**config.mk**
```make
export PLATFORM = sky130hd
export DESIGN_NAME = fbc_round
export DESIGN_NICKNAME = d
export VERILOG_FILES = /design/src/design/fbc_pkg.sv /design/src/design/fbc_round.sv
export SDC_FILE = /design/constraint.sdc
export NUM_CORES = 1
export LEC_CHECK = 0
export BUFFER_PORTS_ARGS = -buffer_cell sky130_fd_sc_hd__buf_2
export CORE_ASPECT_RATIO = 1.25
export CORE_MARGIN = 3
export CORE_UTILIZATION = 40
export CTS_CLUSTER_DIAMETER = 40
export DETAILED_ROUTE_END_ITERATION = 10
export PLACE_DENSITY = 0.66
export SLEW_MARGIN = 20
export SYNTH_ARGS = -nofsm -noshare
export SYNTH_HDL_FRONTEND = slang
export SYNTH_SLANG_ARGS = --single-unit
```
**constraint.sdc**
```tcl
create_clock -name clock -period 9.29 [get_ports clock]
set_clock_uncertainty 0.15 [all_clocks]
set_input_delay 0.929 -clock clock [delete_from_list [all_inputs] [get_ports clock]]
set_output_delay 0.929 -clock clock [all_outputs]
set_load 0.02 [all_outputs]
```
**src/design/fbc_pkg.sv**
```systemverilog
`timescale 1ns / 1ps
// ============================================================================
// fbc_pkg
// Shared types, constants and round functions of the 64-bit Feistel cipher.
// ============================================================================
package fbc_pkg;

   localparam int unsigned ROUNDS     = 32;
   localparam int unsigned HALF_W     = 32;
   localparam int unsigned BLOCK_W    = 64;
   localparam int unsigned NUM_KEYS   = 8;
   localparam int unsigned CSR_IDX_W  = 2;
   localparam int unsigned ROT_AMOUNT = 11;

   // Register indexes of the configuration port.
   localparam logic [CSR_IDX_W-1:0] CSR_KEY_0_1 = 2'd0;
   localparam logic [CSR_IDX_W-1:0] CSR_KEY_2_3 = 2'd1;
   localparam logic [CSR_IDX_W-1:0] CSR_KEY_4_5 = 2'd2;
   localparam logic [CSR_IDX_W-1:0] CSR_KEY_6_7 = 2'd3;

   localparam logic FUNC_ENCRYPT = 1'b0;
   localparam logic FUNC_DECRYPT = 1'b1;

   typedef logic [NUM_KEYS-1:0][HALF_W-1:0] fbc_keys_type;

   // One pipeline slot: the word in flight and its control.
   typedef struct packed {
      logic              valid;
      logic              func;
      logic [HALF_W-1:0] n1;
      logic [HALF_W-1:0] n2;
   } fbc_stage_type;

   localparam logic [3:0] SBOX [8][16] = '{
      '{4'hF, 4'hC, 4'h2, 4'hA, 4'h6, 4'h4, 4'h5, 4'h0,
        4'h7, 4'h9, 4'hE, 4'hD, 4'h1, 4'hB, 4'h8, 4'h3},
      '{4'hB, 4'h6, 4'h3, 4'h4, 4'hC, 4'hF, 4'hE, 4'h2,
        4'h7, 4'hD, 4'h8, 4'h0, 4'h5, 4'hA, 4'h9, 4'h1},
      '{4'h1, 4'hC, 4'hB, 4'h0, 4'hF, 4'hE, 4'h6, 4'h5,
        4'hA, 4'hD, 4'h4, 4'h8, 4'h9, 4'h3, 4'h7, 4'h2},
      '{4'h1, 4'h5, 4'hE, 4'hC, 4'hA, 4'h7, 4'h0, 4'hD,
        4'h6, 4'h2, 4'hB, 4'h4, 4'h9, 4'h3, 4'hF, 4'h8},
      '{4'h0, 4'hC, 4'h8, 4'h9, 4'hD, 4'h2, 4'hA, 4'hB,
        4'h7, 4'h3, 4'h6, 4'h5, 4'h4, 4'hE, 4'hF, 4'h1},
      '{4'h8, 4'h0, 4'hF, 4'h3, 4'h2, 4'h5, 4'hE, 4'hB,
        4'h1, 4'hA, 4'h4, 4'h7, 4'hC, 4'h9, 4'hD, 4'h6},
      '{4'h3, 4'h0, 4'h6, 4'hF, 4'h1, 4'hE, 4'h9, 4'h2,
        4'hD, 4'h8, 4'hC, 4'h4, 4'hB, 4'hA, 4'h5, 4'h7},
      '{4'h1, 4'hA, 4'h6, 4'h8, 4'hF, 4'hB, 4'h0, 4'h4,
        4'hC, 4'h3, 4'h5, 4'h9, 4'h7, 4'hD, 4'h2, 4'hE}
   };

   // Round function: add subkey, substitute each nibble through its own row,
   // rotate left.
   function automatic logic [HALF_W-1:0] round_func(input logic [HALF_W-1:0] half,
                                                    input logic [HALF_W-1:0] k);
      logic [HALF_W-1:0] t;
      logic [HALF_W-1:0] s;
      t = half + k;
      for (int j = 0; j < 8; j++) begin
         s[4*j +: 4] = SBOX[j][t[4*j +: 4]];
      end
      return {s[HALF_W-ROT_AMOUNT-1:0], s[HALF_W-1:HALF_W-ROT_AMOUNT]};
   endfunction

   // Subkey used in a given round. Encryption runs K0..K7 three times and then
   // K7..K0; decryption runs K0..K7 once and then K7..K0 three times.
   function automatic logic [2:0] key_index(input logic [4:0] r, input logic dec);
      logic fwd;
      fwd = dec ? (r < 5'd8) : (r < 5'd24);
      return fwd ? r[2:0] : ~r[2:0];
   endfunction

endpackage

```
**src/design/fbc_round.sv**
```systemverilog
`timescale 1ns / 1ps
// ============================================================================
// fbc_round
// One registered Feistel round of the cipher pipeline.
// ============================================================================
module fbc_round (
   input  logic                         clock,
   input  logic                         reset,
   input  fbc_pkg::fbc_stage_type       stage_in,
   input  logic [fbc_pkg::HALF_W-1:0]   subkey,
   output fbc_pkg::fbc_stage_type       stage_out
);
   import fbc_pkg::*;

   logic              valid_ff;
   logic              func_ff;
   logic [HALF_W-1:0] n1_ff;
   logic [HALF_W-1:0] n2_ff;
   logic [HALF_W-1:0] n1_in;

   assign n1_in = round_func(stage_in.n1, subkey) ^ stage_in.n2;

   always_ff @(posedge clock) begin
      if (reset) begin
         valid_ff <= 1'b0;
      end else begin
         valid_ff <= stage_in.valid;
      end
   end

   always_ff @(posedge clock) begin
      func_ff <= stage_in.func;
      n1_ff   <= n1_in;
      n2_ff   <= stage_in.n1;
   end

   assign stage_out.valid = valid_ff;
   assign stage_out.func  = func_ff;
   assign stage_out.n1    = n1_ff;
   assign stage_out.n2    = n2_ff;

endmodule

```
Yosys cells after proc, flatten, opt, wreduce, memory -nomap -nowiden. Memory sizes are Yosys's and may differ from the RTL's. Index checks and enable logic that the tools add are counted. Widths: inputs -> output; s select.

Reductions and logical operators: 0. Equal/unequal tests: 0. Divide/modulo/power cells: 0. $lt $le $gt $ge: 8. Bitwise gates (word level): 9. Shifts and indexed selects: 0. $add $sub $neg: 1. Multiply operators: 0. Multiplexer cells: 16.

Operators with widths (count): $mux 4 (16); $ge 5x5->1 const B (8); $not 4->5 (8); $add 32x32->32 (1); $xor 32x32->32 (1).

Bits in latches: 0. Output and inout bits: 66. RAM bits: 0. Word-level logic and storage cells: 46. Flip-flop bits (word level): 66. ROM bits: 512. Input bits: 100. Memories: 8.

Memory list: (name not given) (words 16, bits a word 4, read ports 1, clocked after memory_dff 0, wr ports 0, line fbc_pkg.sv:61) `s[4*j +: 4] = SBOX[j][t[4*j +: 4]];`; (name not given) (words 16, bits a word 4, read ports 1, clocked after memory_dff 0, wr ports 0, line fbc_pkg.sv:61); (name not given) (words 16, bits a word 4, read ports 1, clocked after memory_dff 0, wr ports 0, line fbc_pkg.sv:61); (name not given) (words 16, bits a word 4, read ports 1, clocked after memory_dff 0, wr ports 0, line fbc_pkg.sv:61); (name not given) (words 16, bits a word 4, read ports 1, clocked after memory_dff 0, wr ports 0, line fbc_pkg.sv:61); (name not given) (words 16, bits a word 4, read ports 1, clocked after memory_dff 0, wr ports 0, line fbc_pkg.sv:61); 2 more memories.

Longest topological paths before layout.
Depth after elaboration: 6. Gate-level depth with buffers: 16. Mapped depth without buffers: 16.

Worst setup path after synthesis. Ideal clock, no wire load.

Kind: input port to flip-flop. Start point: input port stage_in[32] (netlist bit). End point: register n1_ff[9]. Path slack: 5080 ps. Cell stages on the path: 14. Buffers on the path: 0. Arrival time: 3942 ps. Data required time: 9023 ps. Setup time: 117 ps. Path through: ha_1 inv_1 fa_1 nand2b_1 a21o_2 a31oi_4 a31oi_2 o21ai_2 a41o_1 xnor2_1 inv_1 ha_1 mux4_2 xor2_1.

Cells in the longest elaborated chain, start to end: 6.

Ends and longest elaborated chain: from (decl) (line fbc_round.sv:9) `input fbc_pkg::fbc_stage_type stage_in,`; $add 32x32->32 (line fbc_pkg.sv:59) `t = half + k;`; $not 4->5 (implied by the code) (line fbc_pkg.sv:61); $mem_v2 16x4; $mux 4 (implied by the code) (2 in series) (line fbc_pkg.sv:61); $xor 32x32->32 (line fbc_round.sv:21) `assign n1_in = round_func(stage_in.n1, subkey) ^ stage_in.n2;`; via n1_in[9] (line fbc_round.sv:19) `logic [HALF_W-1:0] n1_in;`; to (signal assigned) (line fbc_round.sv:33) `n1_ff <= n1_in;`; to (decl) (line fbc_round.sv:17) `logic [HALF_W-1:0] n1_ff;`.

The timed path passes the listed nets, and every way through them passes these cells. The select of a mux whose other input is x is not followed. A chain may end at the register's enable or synchronous reset.

Worst setup path in the final report.
Start point: input port stage_in[32] (netlist bit). End point: register n1_ff[8].

Same word-level chain as after synthesis.

==> reports/qor.csv <==
metric,value,unit
hold_ws,545,ps
PostCTS Resize Cnt,0,
DP HPWL,9740,um
Final Cell Area,0.00619,mm^2
synth unique cells,63,
starting density of the core,41.8,%
"Arr. time, crit path",4470,ps
Yosys Warn Count,0,
nets@finish,875,
worst slew pin tran,749,ps
# DRC,0,
combinational cell fraction of total power,47.2,%
combinational family with the most area after synthesis,compound AO/OA/AOI/OAI gates,
sequential share of the synthesized area,26.7,%
Compound-Gate Fraction of Synth Area,21.0,%
chip width,106,um
PD cells,217,mW/mm^2
"Net Count, Synth",713,
post-synthesis xor/xnor area fraction,11.0,%
dominant synthesized flop cell,dfxtp_1,
Worst EP required,9400,ps
Post-Syn Instances,543,
Slew HR,49.7,%
input/output buffers,165,
core area,0.0118,mm^2
CP max FO,8,
gr usage total,17.1,%
n_diodes,0,
status,completed,
Post-synth EDFFs,0,
"commonest non-fill, non-tap cells in the layout","165 x buf_2, 69 x ha_1, 66 x dfxtp_1",
multiplexer share of the synthesized area,7.45,%
Routed WL,11800,um
CTS tree,built,
Area contributors post-synth,"dfxtp_1 27%, ha_1 17%, xnor2_1 6.7%",
Critical Path Source Type,input port,
Worst-path clk slew,50,ps
max-slew violations,0,
Crit Path Class,in2reg,
worst path bufs/invs,3,
Routed Antenna Nets,0,
vias in the first global route,4368,
grt peak-use layer,met2,
Seq cells post-synth,66,
switching share of power,38.1,%
"Min Clock Period, post-route",4350,ps
WL per Instance,13.5,um
CTS max path bufs,2,
post-synthesis simple-gate area fraction,12.0,%
die height,130,um
"most common cell after layout, fill and taps aside",buf_2,
GR met2 Demand/Resource,30.7,%
Crit. End Element,register,
crit path cell chain,buf_2 > ha_1 > inv_1 > fa_1 > nand2b_1 > a21o_2 > a31oi_4 > a31oi_2 > o21ai_2 > a41o_1 > xnor2_1 > inv_1 > ha_1 > or3_1 > o211ai_1 > xor2_1,
die area,0.0138,mm^2
Async SR Flop Fraction,0,%
cell family with most CP delay,compound AO/OA/AOI/OAI gates,
initial antenna violation count,1,
final cell utilization of the core,52.3,%
CTS Hold Bufs,0,
Synth top area share,26.7,%
met3 usage in global routing,3.54,%
layout cells sized above 1,29.5,%
slowest CP cell,fa_1,
H-tree levels,3,
via count,4430,
RSZ-0062 raised after global routing,false,
Vias per Instance,5.09,
largest net degree at the start of global routing,12,
clock network fraction of design power,24.9,%
global-route wire length before repair,19300,um
Syn Area/Cell,9.12,um^2
Pint,0.830,mW
Reg power frac,27.9,%
CTS root buf,clkbuf_16,
Sum Neg Setup Slack,0,ps
Adder-Cell Fraction of Synth Area,17.8,%
max-cap viol count,0,
P_sw,0.512,mW
post-CTS setup buffers,0,
Slowest Stage Delay on Critical Path,430,ps
drt pass-1 iters,4,
Peak Freq,230,MHz
clock buffer count from CTS,9,
Leak,3.01,nW
Post-DP Area,0.00590,mm^2
GRT met1 Usage,19.9,%
"Setup violations, final",0,
Routability Congestion,0.844,
Final Hold Violating Endpoints,0,
Synth Cell Area,0.00495,mm^2
Num Clock Sinks,66,
period utilization,46.9,%
total power,1.34,mW
# rows,44,
drt initial violations,102,
worst min path class,in2reg,
number of I/O pins,166,
Peak VDD IR,0.0911,mV
total grt overflow,0,
Area Growth Syn to Fin,24.9,%
post-synth top area cell,dfxtp_1,
per-layer routing:
layer | vias up | part of all wire [%]
li1 | 2265 | -
met1 | 2013 | 42
met2 | 131 | 49
met3 | 19 | 6.3
met4 | 2 | 2.1
met5 | - | 0.059
power by group through the flow:
stage	combinational, mW	clock [mW]	sequential [mW]
after floorplan	0.365	0	0.483
after global placement	0.617	0	0.380
after detailed placement	0.636	0	0.381
after CTS	0.638	0.345	0.376
after global routing	0.698	0.361	0.383
final	0.633	0.334	0.375
area by class of cell:
type	count	area [um^2]
Timing Repair Buffer	165	826
Fill cell	1126	5650
Inverter	32	120
Tap cell	161	201
Sequential cell	66	1320
Multi-Input combinational cell	431	3430
Clock inverter	3	40.0
Clock buffer	12	246
per-stage QoR:
| step | setup slack (ps) | std cells |
|---|---|---|
| finish | 4940 | 870 |
| global route | 4690 | 870 |
| CTS | 4920 | 870 |
| detailed placement | 4580 | 855 |
| global placement | 4740 | 855 |
| floorplan | 5080 | 543 |
kinds of logic (layout without fill, tap and decap cells):
group | after synthesis | count (layout)
AND/OR/NAND/NOR | 125 | 125
XOR/XNOR | 60 | 60
multiplexers | 30 | 30
buffers and inverters | 46 | 212
AO/OA/AOI/OAI | 146 | 146
flip-flops | 66 | 66
adder cells (fa/ha/maj) | 70 | 70
flip-flops by register name, summed over array words and instances (netlist names):
signal	cells
func_ff	1
valid_ff	1
n1_ff	32
n2_ff	32
cell usage after synthesis (6+ instances only):
cell,n
o211ai_1,13
ha_1,69
a21oi_1,36
a211oi_1,9
nand3_1,7
dfxtp_1,66
nor2_1,31
nand2_1,40
xnor2_1,38
a21o_1,16
o21ai_0,25
inv_1,31
mux2i_1,20
nor3_1,13
nor2b_1,6
xor2_1,21
path summary, 6_finish.rpt:
path / cells after the start / start / to / slack [ps]
worst min-delay path: 1 / stage_in[64] / func_ff$_DFF_P_ / 550
worst max-delay path: 16 / stage_in[32] / n1_ff[8]$_DFF_P_ / 4940
Note: power is estimated with default switching activity, not from simulation.
