`src/design/fbc_pkg.sv`:
```
`timescale 1ns / 1ps
// ============================================================================
// fbc_pkg
// Shared types, constants and round functions of the 64-bit Feistel cipher.
// ============================================================================
package fbc_pkg;

   localparam int unsigned ROUNDS     = 32;
   localparam int unsigned HALF_W     = 32;
   localparam int unsigned BLOCK_W    = 64;
   localparam int unsigned NUM_KEYS   = 8;
   localparam int unsigned CSR_IDX_W  = 2;
   localparam int unsigned ROT_AMOUNT = 11;

   // Register indexes of the configuration port.
   localparam logic [CSR_IDX_W-1:0] CSR_KEY_0_1 = 2'd0;
   localparam logic [CSR_IDX_W-1:0] CSR_KEY_2_3 = 2'd1;
   localparam logic [CSR_IDX_W-1:0] CSR_KEY_4_5 = 2'd2;
   localparam logic [CSR_IDX_W-1:0] CSR_KEY_6_7 = 2'd3;

   localparam logic FUNC_ENCRYPT = 1'b0;
   localparam logic FUNC_DECRYPT = 1'b1;

   typedef logic [NUM_KEYS-1:0][HALF_W-1:0] fbc_keys_type;

   // One pipeline slot: the word in flight and its control.
   typedef struct packed {
      logic              valid;
      logic              func;
      logic [HALF_W-1:0] n1;
      logic [HALF_W-1:0] n2;
   } fbc_stage_type;

   localparam logic [3:0] SBOX [8][16] = '{
      '{4'hF, 4'hC, 4'h2, 4'hA, 4'h6, 4'h4, 4'h5, 4'h0,
        4'h7, 4'h9, 4'hE, 4'hD, 4'h1, 4'hB, 4'h8, 4'h3},
      '{4'hB, 4'h6, 4'h3, 4'h4, 4'hC, 4'hF, 4'hE, 4'h2,
        4'h7, 4'hD, 4'h8, 4'h0, 4'h5, 4'hA, 4'h9, 4'h1},
      '{4'h1, 4'hC, 4'hB, 4'h0, 4'hF, 4'hE, 4'h6, 4'h5,
        4'hA, 4'hD, 4'h4, 4'h8, 4'h9, 4'h3, 4'h7, 4'h2},
      '{4'h1, 4'h5, 4'hE, 4'hC, 4'hA, 4'h7, 4'h0, 4'hD,
        4'h6, 4'h2, 4'hB, 4'h4, 4'h9, 4'h3, 4'hF, 4'h8},
      '{4'h0, 4'hC, 4'h8, 4'h9, 4'hD, 4'h2, 4'hA, 4'hB,
        4'h7, 4'h3, 4'h6, 4'h5, 4'h4, 4'hE, 4'hF, 4'h1},
      '{4'h8, 4'h0, 4'hF, 4'h3, 4'h2, 4'h5, 4'hE, 4'hB,
        4'h1, 4'hA, 4'h4, 4'h7, 4'hC, 4'h9, 4'hD, 4'h6},
      '{4'h3, 4'h0, 4'h6, 4'hF, 4'h1, 4'hE, 4'h9, 4'h2,
        4'hD, 4'h8, 4'hC, 4'h4, 4'hB, 4'hA, 4'h5, 4'h7},
      '{4'h1, 4'hA, 4'h6, 4'h8, 4'hF, 4'hB, 4'h0, 4'h4,
        4'hC, 4'h3, 4'h5, 4'h9, 4'h7, 4'hD, 4'h2, 4'hE}
   };

   // Round function: add subkey, substitute each nibble through its own row,
   // rotate left.
   function automatic logic [HALF_W-1:0] round_func(input logic [HALF_W-1:0] half,
                                                    input logic [HALF_W-1:0] k);
      logic [HALF_W-1:0] t;
      logic [HALF_W-1:0] s;
      t = half + k;
      for (int j = 0; j < 8; j++) begin
         s[4*j +: 4] = SBOX[j][t[4*j +: 4]];
      end
      return {s[HALF_W-ROT_AMOUNT-1:0], s[HALF_W-1:HALF_W-ROT_AMOUNT]};
   endfunction

   // Subkey used in a given round. Encryption runs K0..K7 three times and then
   // K7..K0; decryption runs K0..K7 once and then K7..K0 three times.
   function automatic logic [2:0] key_index(input logic [4:0] r, input logic dec);
      logic fwd;
      fwd = dec ? (r < 5'd8) : (r < 5'd24);
      return fwd ? r[2:0] : ~r[2:0];
   endfunction

endpackage

```
`src/design/fbc_key_regs.sv`:
```
`timescale 1ns / 1ps
// ============================================================================
// fbc_key_regs
// Configuration registers holding the eight 32-bit subkeys.
// ============================================================================
module fbc_key_regs (
   input  logic                          clock,
   input  logic                          reset,
   input  logic                          csr_valid,
   output logic                          csr_ready,
   input  logic [fbc_pkg::CSR_IDX_W-1:0] csr_index,
   input  logic [fbc_pkg::BLOCK_W-1:0]   csr_data,
   output fbc_pkg::fbc_keys_type         keys
);
   import fbc_pkg::*;

   fbc_keys_type keys_ff;
   fbc_keys_type keys_in;

   assign csr_ready = ~reset;

   // The even subkey of a pair sits in the upper half of the written word.
   always_comb begin
      keys_in = keys_ff;
      if (csr_valid && csr_ready) begin
         unique case (csr_index)
            CSR_KEY_0_1: begin
               keys_in[0] = csr_data[BLOCK_W-1:HALF_W];
               keys_in[1] = csr_data[HALF_W-1:0];
            end
            CSR_KEY_2_3: begin
               keys_in[2] = csr_data[BLOCK_W-1:HALF_W];
               keys_in[3] = csr_data[HALF_W-1:0];
            end
            CSR_KEY_4_5: begin
               keys_in[4] = csr_data[BLOCK_W-1:HALF_W];
               keys_in[5] = csr_data[HALF_W-1:0];
            end
            CSR_KEY_6_7: begin
               keys_in[6] = csr_data[BLOCK_W-1:HALF_W];
               keys_in[7] = csr_data[HALF_W-1:0];
            end
            default: begin
               keys_in = keys_ff;
            end
         endcase
      end
   end

   always_ff @(posedge clock) begin
      if (reset) begin
         keys_ff <= '0;
      end else begin
         keys_ff <= keys_in;
      end
   end

   assign keys = keys_ff;

endmodule

```
`config.mk`:
```
export PLATFORM = sky130hd
export DESIGN_NAME = fbc_key_regs
export DESIGN_NICKNAME = d
export VERILOG_FILES = /design/src/design/fbc_pkg.sv /design/src/design/fbc_key_regs.sv
export SDC_FILE = /design/constraint.sdc
export NUM_CORES = 1
export LEC_CHECK = 0
export BUFFER_PORTS_ARGS = -buffer_cell sky130_fd_sc_hd__buf_2
export CORE_AREA = 2 2 160 146
export CTS_CLUSTER_SIZE = 10
export DETAILED_ROUTE_END_ITERATION = 16
export DIE_AREA = 0 0 162 148
export PLACE_DENSITY = 0.74
export SLEW_MARGIN = 20
export SYNTH_ARGS = -nofsm -noshare
export SYNTH_HDL_FRONTEND = slang
export SYNTH_SLANG_ARGS = --single-unit
```
`constraint.sdc`:
```
create_clock -name clock -period 0.9 [get_ports clock]
set_input_delay 0.09 -clock clock [delete_from_list [all_inputs] [get_ports clock]]
set_output_delay 0.09 -clock clock [all_outputs]
set_load 0.02 [all_outputs]
```
## Word level (Yosys, flattened, before mapping)

Cells that the tools add are included.

| word-level totals | value |
|---|---|
| output and inout bits | 257 |
| input port bits | 69 |
| word-level logic and storage cells | 18 |
| flip-flop bits (word level) | 256 |

| operators by class | value |
|---|---|
| reduce and logical (&&, ||, !) cells | 6 |
| bitwise gates (word level) | 1 |
| eq/ne operators | 3 |

Operator list:

| operator | number |
|---|---|
| AND reduction 2 bit | 4 |
| == test 2 bit (second input constant) | 2 |
| == test 2 x 1 -> 1 bit (second input constant) | 1 |
| zero test 2 bit | 1 |
| logical AND 1 bit | 1 |
| NOT 1 bit | 1 |

## Longest topological paths before layout

Gate-level depths: netlist of the first run.

| logic depth | value |
|---|---|
| depth in word-level cells | 3 |
| gate-level depth with buffers | 5 |
| gate-level depth less buffers | 2 |

## Worst setup path after synthesis of the first run

No wires, ideal clock.

| timing path | value |
|---|---|
| kind | input port to flip-flop |
| start | input port reset |
| end | register keys_ff, in the netlist keys[0] |
| setup slack | 5 ps |
| library setup time | 122 ps |
| buffers on the path | 3 |
| required time | 778 ps |
| data arrival time | 773 ps |
| stages | 5 |
| cell sequence | buf_2 -> buf_4 -> clkbuf_1 -> nand2b_1 -> mux2i_1 |

| between the ends | value |
|---|---|
| longest elaborated chain between the ends | 3 |

Ends and longest elaborated chain:

| element | RTL line | RTL |
|---|---|---|
| from (decl) | fbc_key_regs.sv:8 | `input logic reset,` |
| NOT 1 bit | fbc_key_regs.sv:20 | `assign csr_ready = ~reset;` |
| logical AND 1 bit | fbc_key_regs.sv:25 | `if (csr_valid && csr_ready) begin` |
| AND reduction 2 bit (no source line) | n/a |  |
| to (signal assigned) | fbc_key_regs.sv:54 | `keys_ff <= keys_in;` |
| to (decl) | fbc_key_regs.sv:17 | `fbc_keys_type keys_ff;` |

Parallel ways exist; a longest one is shown, timed or not.
A chain may end at the register's enable or synchronous reset.

## Worst setup path in the final report of the first run

| timing path | value |
|---|---|
| start | register keys_ff, in the netlist keys[130] |
| end | output port keys[130] (netlist name) |

RTL lines:

| element | RTL line | RTL |
|---|---|---|
| to (decl) | fbc_key_regs.sv:13 | `output fbc_pkg::fbc_keys_type keys` |

No word-level cell between the ends.

==> out/results.ini, run 1 <==
[status]
status = complete, but fails checks
violations = setup timing

[flow_run]
maxCapViolCount = 0

[timing]
fin_worst_skew_ns = 0
post-route-period-util_pct = 124
final-setup-viol-count = 256
hold_viol = 0
period_needed_ns = 1.12
slew_headroom_pct = 78.1
slew_violations = 0
setup_ws_ns = -0.220
rsz0062_at_grt = true
tightest_slew_ns = 0.328
fmax_mhz = 893
hold_slack_ns = 0.0872

[yosys]
synth.cell_area_um2 = 10100
synth_common_cells = nand2b_1, dfxtp_1, mux2i_1, clkbuf_1, buf_4
async_flop_share_pct = 0
yosys.area.top_type_share_pct = 50.6
yosys.area.top_type = dfxtp_1
synth_nets = 972
synth.area.top_cells = dfxtp_1, mux2i_1, nand2b_1
synth.most_common_cell = nand2b_1
synth-edff-count = 0
ys.flop_type = dfxtp_1
avgSynthCellArea_um2 = 11.2
yosysWarnings = 0
synth.distinct_cells = 13
synth_seq_cells = 256
ys_seq_area_share_pct = 50.6
syn_inst = 903

[worst_setup_path]
worstPathCellList = buf_6
rr_worst_depth = 4
crit_buf_inv = 1
crit_fanout = 2
worstSetupPathType = register to output port
path_delay_family = flip-flops
cp-start-kind = register
slowest_delay_ns = 0.37
crit_slowest_cell = dfxtp_4
crit_required_ns = 0.81
endpoint_kind = output port
cp.arrival_ns = 1.03
crit_cells = 1

[grt]
grt_max_degree = 51
grt_pass1_wl_um = 49800
grtUsageTotal_pct = 25.8
overflow = 0
grt_pass1_vias = 9176
antenna_found_initial = 0

[routing]
firstDrtPassIters = 5
postRouteAntennaNets = 0
drt_iter0_drc = 497
num_vias = 8793
routed_wl_um = 34800
route.detailed.drc = 0
wl_per_cell_um = 19.5
via_per_inst = 4.95

[final_layout]
nFillCells = 1260
drive_gt1_share_pct = 56.3
antennaDiodeCount = 0
nets = 1545
area.growth.synth_to_final_pct = 67.3
multiInputGateArea_um2 = 4640
largest_reg_flops = 256
register_area_um2 = 5450

[floorplan]
die_area_um2 = 24000
num_rows = 52
core_um2 = 22300
die_x_um = 162
die_h_um = 148
io_pins = 326
start_util_pct = 45.6

[worst_hold_path]
min_path_type = input pin to register
hold_depth = 3

[placement]
dpl.hpwl_um = 17600
gp_congestion = 0.793
io_buffers = 325

[pwr]
power.total_uw = 26600
pwr_density_cell_nw_per_um2 = 1570
leakage_uw = 0.00835
peakVddDrop_uv = 1280

[clocking]
cts-root-buf = clkbuf_16
cts.sink_count = 256
clkLatencyLatePin_ns = 0.54
cts_buffers = 30
cts_buffer_depth = 3
clkTransAtPathRegs_ns = 0.06
cts_tree = built
htree_num_levels = 1

worst paths after layout:
kind,from,to,slack [ns]
max,keys[130],keys[130],-0.22
min,reset,keys[207],0.09
max reg2reg,keys[59],keys[59],0
min reg2reg,keys[12],keys[12],0.47
cell families (layout without fill, tap and decap cells):
family / after synthesis / after routing / synth area share, %
AND/OR/NAND/NOR: 326 / 326 / 20.3
buffers and inverters: 65 / 643 / 3.91
multiplexers: 256 / 256 / 25.3
flip-flops: 256 / 256 / 50.6
layout make-up:
class | instances | area share (%)
Timing Repair Buffer | 605 | 33.5
Sequential cell | 256 | 32.1
Multi-Input combinational cell | 582 | 27.4
Clock buffer | 34 | 4.64
Tap cell | 297 | 2.19
Clock inverter | 3 | 0.103
Inverter | 1 | 0.0221
cells in the final DEF (no fill, tap or decap), types with 3 or more instances in the layout:
| cell | n |
|---|---|
| clkbuf_16 | 31 |
| dlygate4sd3_1 | 65 |
| buf_12 | 15 |
| nand2b_1 | 319 |
| buf_6 | 257 |
| clkbuf_1 | 3 |
| buf_4 | 200 |
| dfxtp_2 | 254 |
| mux2i_1 | 256 |
| buf_2 | 68 |
metrics by stage:
stage               TNS (ns)  setup slack [ns]  cell area, um2  instances  utilization (%)
finish                -46.17            -0.220           17000       1778             76.2
global route          -54.74            -0.244           17000       1778             76.2
CTS                   -51.19            -0.234           16200       1683             73.0
detailed placement    -45.47            -0.269           12400       1517             55.6
global placement      -40.18            -0.214           12400       1517             55.6
floorplan                  0           0.00477           10100        903                -
repair_timing:
item / CTS / global route
endpoints found under the hold margin: 256 / 0
setup buffers: 64 / 96
gates resized for setup: 769 / 2
setup endpoints to repair: 256 / 257
hold buffers: 65 / 0
where the power goes:
group          internal (uW)  leakage, uW  switching [uW]
Sequential             11800      0.00220             325
Combinational           2090      0.00575            1770
Clock                   6060     0.000394            4530
per-layer routing:
layer  wire [um]  up-vias  GRT usage [%]
met3        2410      103           6.96
met1       13300     4243           29.4
met5           0        -              0
met2       17700      344           45.9
met4        1310        0           10.5
li1            -     4103              -
Note: power is estimated with default switching activity, not from simulation.
==> run 2: changes to the inputs <==
--- a/config.mk
+++ b/config.mk
@@ -6,11 +6,11 @@
 export NUM_CORES = 1
 export LEC_CHECK = 0
 export BUFFER_PORTS_ARGS = -buffer_cell sky130_fd_sc_hd__buf_2
-export CORE_AREA = 2 2 160 146
+export CORE_AREA = 2 2 183 167
 export CTS_CLUSTER_SIZE = 10
 export DETAILED_ROUTE_END_ITERATION = 16
-export DIE_AREA = 0 0 162 148
-export PLACE_DENSITY = 0.74
+export DIE_AREA = 0 0 185 169
+export PLACE_DENSITY = 0.58
 export SLEW_MARGIN = 20
 export SYNTH_ARGS = -nofsm -noshare
 export SYNTH_HDL_FRONTEND = slang
==> run 2 against run 1 <==
The run still ends with setup timing left. First-iteration DRC count decreased by 47%. Flip-flop and latch count unchanged. Sequential power hardly changed. Cell count grew 4.4%. Global-route usage down 7.8 points. Final area fell by 0.35%. Clock skew did not move. Routed wire length fell by 13%. Register-to-register slack gained 0.05 ns. Clock power barely moved. Critical path type unchanged. Largest power group unchanged.
==> out/results.ini, run 2 (synthesized netlist as in run 1, its figures left out) <==
[floorplan]
num_rows = 60
die_h_um = 169
start_util_pct = 34.4
die_x_um = 185
io_pins = 326
core_um2 = 29400
die_area_um2 = 31300

[clocking]
cts.sink_count = 256
clkLatencyLatePin_ns = 0.54
clkTransAtPathRegs_ns = 0.05
cts_buffers = 30
htree_num_levels = 1
cts_buffer_depth = 3
cts-root-buf = clkbuf_16
cts_tree = built

[grt]
grtUsageTotal_pct = 18.0
grt_max_degree = 57
overflow = 0
grt_pass1_wl_um = 45300
grt_pass1_vias = 8363
antenna_found_initial = 0

[worst_setup_path]
crit_required_ns = 0.81
cp-start-kind = register
crit_slowest_cell = dfxtp_2
worstSetupPathType = register to output port
crit_fanout = 2
worstPathCellList = buf_6
slowest_delay_ns = 0.35
path_delay_family = flip-flops
endpoint_kind = output port
crit_buf_inv = 1
cp.arrival_ns = 1.01

[final_layout]
register_area_um2 = 5450
antennaDiodeCount = 0
nets = 1515
area.growth.synth_to_final_pct = 66.7
final_cell_area_um2 = 16900
largest_reg_flops = 256
drive_gt1_share_pct = 55.4
nFillCells = 2462
multiInputGateArea_um2 = 4630
layout_common_cells = nand2b_1, buf_6, mux2i_1, dfxtp_2, buf_4
mostFrequentLayoutCell = nand2b_1

[pwr]
peakVddDrop_uv = 1560
pwr_density_cell_nw_per_um2 = 1580
seq_power_share_pct = 45.5
p_int_uw = 20200
swShare_pct = 24.2
clkPwrFrac_pct = 40.6
leakage_uw = 0.00819
power_frac_comb_pct = 13.9
p_switching_uw = 6450

[timing]
fmax_mhz = 908
setup_ws_ns = -0.202
slew_headroom_pct = 80.5
post-route-period-util_pct = 122
tightest_slew_ns = 0.293
period_needed_ns = 1.10
fin_worst_skew_ns = 0
final-setup-viol-count = 256
hold_viol = 0
rsz0062_at_grt = true
setup-tns-final_ns = -45.68
slew_violations = 0

[routing]
routed_wl_um = 30400
num_vias = 8165
route.detailed.drc = 0
firstDrtPassIters = 4
wl_per_cell_um = 16.4
drt_iter0_drc = 262
postRouteAntennaNets = 0
via_per_inst = 4.40

[flow_run]
maxCapViolCount = 0

[status]
violations = setup timing
status = complete, but fails checks

[placement]
postPlaceCellArea_um2 = 12600
dpl.hpwl_um = 19300
io_buffers = 325
gp_congestion = 0.760

[worst_hold_path]
min_path_type = input pin to register

## run 2: stage by stage
| step | std cells | util [%] | setup WS (ns) | total power (uW) | hold WS, ns |
|---|---|---|---|---|---|
| 2_1_floorplan | 903 | - | 0.00477 | 13800 | 0.311 |
| 3_3_place_gp | 1634 | 42.8 | -0.226 | 14900 | 0.433 |
| 3_5_place_dp | 1634 | 42.8 | -0.284 | 15000 | 0.443 |
| 4_1_cts | 1785 | 55.6 | -0.231 | 26800 | 0.0535 |
| 5_1_grt | 1857 | 57.4 | -0.238 | 27700 | 0.0694 |
| 6_report | 1857 | 57.4 | -0.202 | 26700 | 0.0765 |
## run 2: timing repair
| item | CTS | global route |
|---|---|---|
| hold endpoints to repair | 256 | 0 |
| cloned | 0 | 0 |
| endpoints found under the setup margin | 256 | 256 |
| setup buffers | 47 | 72 |
| gates resized for setup | 768 | 0 |
| hold buffers | 64 | 0 |
## run 2: worst reg2reg max path: stages (launching register included)
cell and delay [ns]:
dfxtp_2 0.32, buf_4 0.13, buf_4 0.12, nand2b_1 0.07, mux2i_1 0.09
## run 2: layout make-up
| type | instances | area share, % |
|---|---|---|
| clock buffers | 39 | 4.95 |
| clock inverters | 1 | 0.0296 |
| inverters | 1 | 0.0222 |
| multi-input cells | 582 | 27.4 |
| flip-flops and latches | 256 | 32.2 |
| well taps | 403 | 2.98 |
| repair buffers | 575 | 32.4 |
## run 2: path summary, 6_finish.rpt
path,start,slack [ns],depth (start not counted),to
max reg2reg,keys[109],0.05,4,keys[109]
min reg2reg,keys[47],0.48,2,keys[47]
min,csr_index[0],0.08,4,keys[47]
max,keys[99],-0.20,1,keys[99]
## run 2: power by group through the flow
stage,Sequential [uW],Clock (uW),Combinational [uW]
2_1_floorplan,12700,0,1180
3_3_place_gp,12200,0,2770
3_5_place_dp,12200,0,2780
4_1_cts,12100,11100,3560
5_1_grt,12200,11600,3940
6_report,12100,10800,3720
## run 2: routing by layer
metal	track usage, %	routed length [um]
met5	0	0
met4	4.87	820
met2	30.8	14400
met1	21.7	12800
met3	5.92	2350
==> run 3: changes to the inputs <==
--- a/config.mk
+++ b/config.mk
@@ -10,7 +10,7 @@
 export CTS_CLUSTER_SIZE = 10
 export DETAILED_ROUTE_END_ITERATION = 16
 export DIE_AREA = 0 0 185 169
-export PLACE_DENSITY = 0.58
+export PLACE_DENSITY = 0.64
 export SLEW_MARGIN = 20
 export SYNTH_ARGS = -nofsm -noshare
 export SYNTH_HDL_FRONTEND = slang
==> run 3 against run 2 <==
The run still ends with setup timing left. Core utilization down 0.60 points. Clock power down 8%. Final area down 1.0%. Setup slack got worse by 0.0017 ns. Clock-buffer cell count decreased by 9. Cell count is 1.1% lower. Fmax down 0.15%. Global-route usage grew 0.53 points. Flip-flop and latch count is the same.
==> out/results.ini, run 3 (synthesized netlist as in run 1, its figures left out) <==
[final_layout]
mostFrequentLayoutCell = nand2b_1
nets = 1503
final_cells = 1837
drive_gt1_share_pct = 55.0
register_area_um2 = 5450
layout_common_cells = nand2b_1, buf_6, mux2i_1, dfxtp_2, buf_4
multiInputGateArea_um2 = 4630
largest_reg_flops = 256
area.growth.synth_to_final_pct = 65.0
antennaDiodeCount = 0
nFillCells = 2383

[timing]
setup_ws_ns = -0.203
rsz0062_at_grt = true
period_needed_ns = 1.10
fmax_mhz = 906
slew_violations = 0
final-setup-viol-count = 256
tightest_slew_ns = 0.304
fin_worst_skew_ns = 0
hold_viol = 0
post-route-period-util_pct = 123
slew_headroom_pct = 79.7

[worst_setup_path]
cp.arrival_ns = 1.01
worstSetupPathType = register to output port
path_delay_family = flip-flops
crit_slowest_cell = dfxtp_2
endpoint_kind = output port
crit_fanout = 2
worstPathCellList = buf_6
cp-start-kind = register
crit_buf_inv = 1
slowest_delay_ns = 0.36
crit_required_ns = 0.81

[flow_run]
maxCapViolCount = 0

[clocking]
cts_buffers = 29
cts.sink_count = 256
htree_num_levels = 1
clkLatencyLatePin_ns = 0.53
cts_tree = built
cts-root-buf = clkbuf_16
cts_buffer_depth = 3
clkTransAtPathRegs_ns = 0.06

[floorplan]
die_x_um = 185
die_h_um = 169
die_area_um2 = 31300
num_rows = 60
core_um2 = 29400
start_util_pct = 34.4
io_pins = 326

[pwr]
power.total_uw = 25800
leakage_uw = 0.00810
pwr_density_cell_nw_per_um2 = 1540
peakVddDrop_uv = 1400

[grt]
grt_pass1_wl_um = 46400
grt_pass1_vias = 8622
grtUsageTotal_pct = 18.6
antenna_found_initial = 0
overflow = 0
grt_max_degree = 51

[placement]
dp_cells = 1622
dpl_worst_slack_ns = -0.271
io_buffers = 325
gp_congestion = 0.772
dpl.hpwl_um = 18700

[routing]
routed_wl_um = 31000
firstDrtPassIters = 4
drt_iter0_drc = 266
route.detailed.drc = 0
postRouteAntennaNets = 0
num_vias = 8288
wl_per_cell_um = 16.9
via_per_inst = 4.51

[status]
violations = setup timing
status = complete, but fails checks

[worst_hold_path]
min_path_type = input pin to register

==> run 3: cell count changes in the layout (fill, tap and decap cells not counted) <==
cell       before  now
buf_4         170  158
clkbuf_1        5    1
clkbuf_8        3    0
clkbuf_16      31   29
buf_12         16   17
==> run 3: final cells by class <==
cell class / count / share of cell area [%]
flip-flops and latches: 256 / 32.6
repair buffers: 564 / 32.3
multi-input cells: 582 / 27.7
clock buffers: 30 / 4.36
well taps: 403 / 3.02
clock inverters: 1 / 0.0299
inverters: 1 / 0.0224
==> run 3: power by group <==
part / internal (uW) / switching [uW] / leakage, uW
clock network: 5620 / 4300 / 0.000362
registers: 11800 / 305 / 0.00220
logic: 2020 / 1680 / 0.00553
total: 19500 / 6280 / 0.00810
==> run 3: per-stage QoR <==
stage	setup TNS [ns]	utilization, %	instance area (um2)	hold slack, ns
finish	-44.09	56.8	16700	0.118
global route	-54.03	56.8	16700	0.139
CTS	-49.84	55.0	16200	0.107
detailed placement	-44.76	42.6	12500	0.435
global placement	-39.12	42.6	12500	0.432
floorplan	0	-	10100	0.311
==> run 3: what timing repair did <==
action,CTS,global route
resized for setup,768,0
setup endpoints to repair,256,256
setup buffers,48,72
hold buffers,64,0
pin swaps,0,0
endpoints found under the hold margin,256,0
==> run 3: metal layers <==
layer  share of wire, %  GRT usage [%]
met2                 49           31.9
met5                  0              0
met1                 41           22.0
met4                3.3           6.42
met3                7.2           5.42
==> run 3: worst paths after layout <==
| path | start | to | slack [ns] | depth (start not counted) |
|---|---|---|---|---|
| setup / recovery | keys[253] | keys[253] | -0.20 | 1 |
| hold / removal | csr_index[1] | keys[29] | 0.12 | 4 |
| hold reg to reg | keys[53] | keys[53] | 0.47 | 2 |
| setup reg to reg | keys[8] | keys[8] | 0.08 | 4 |
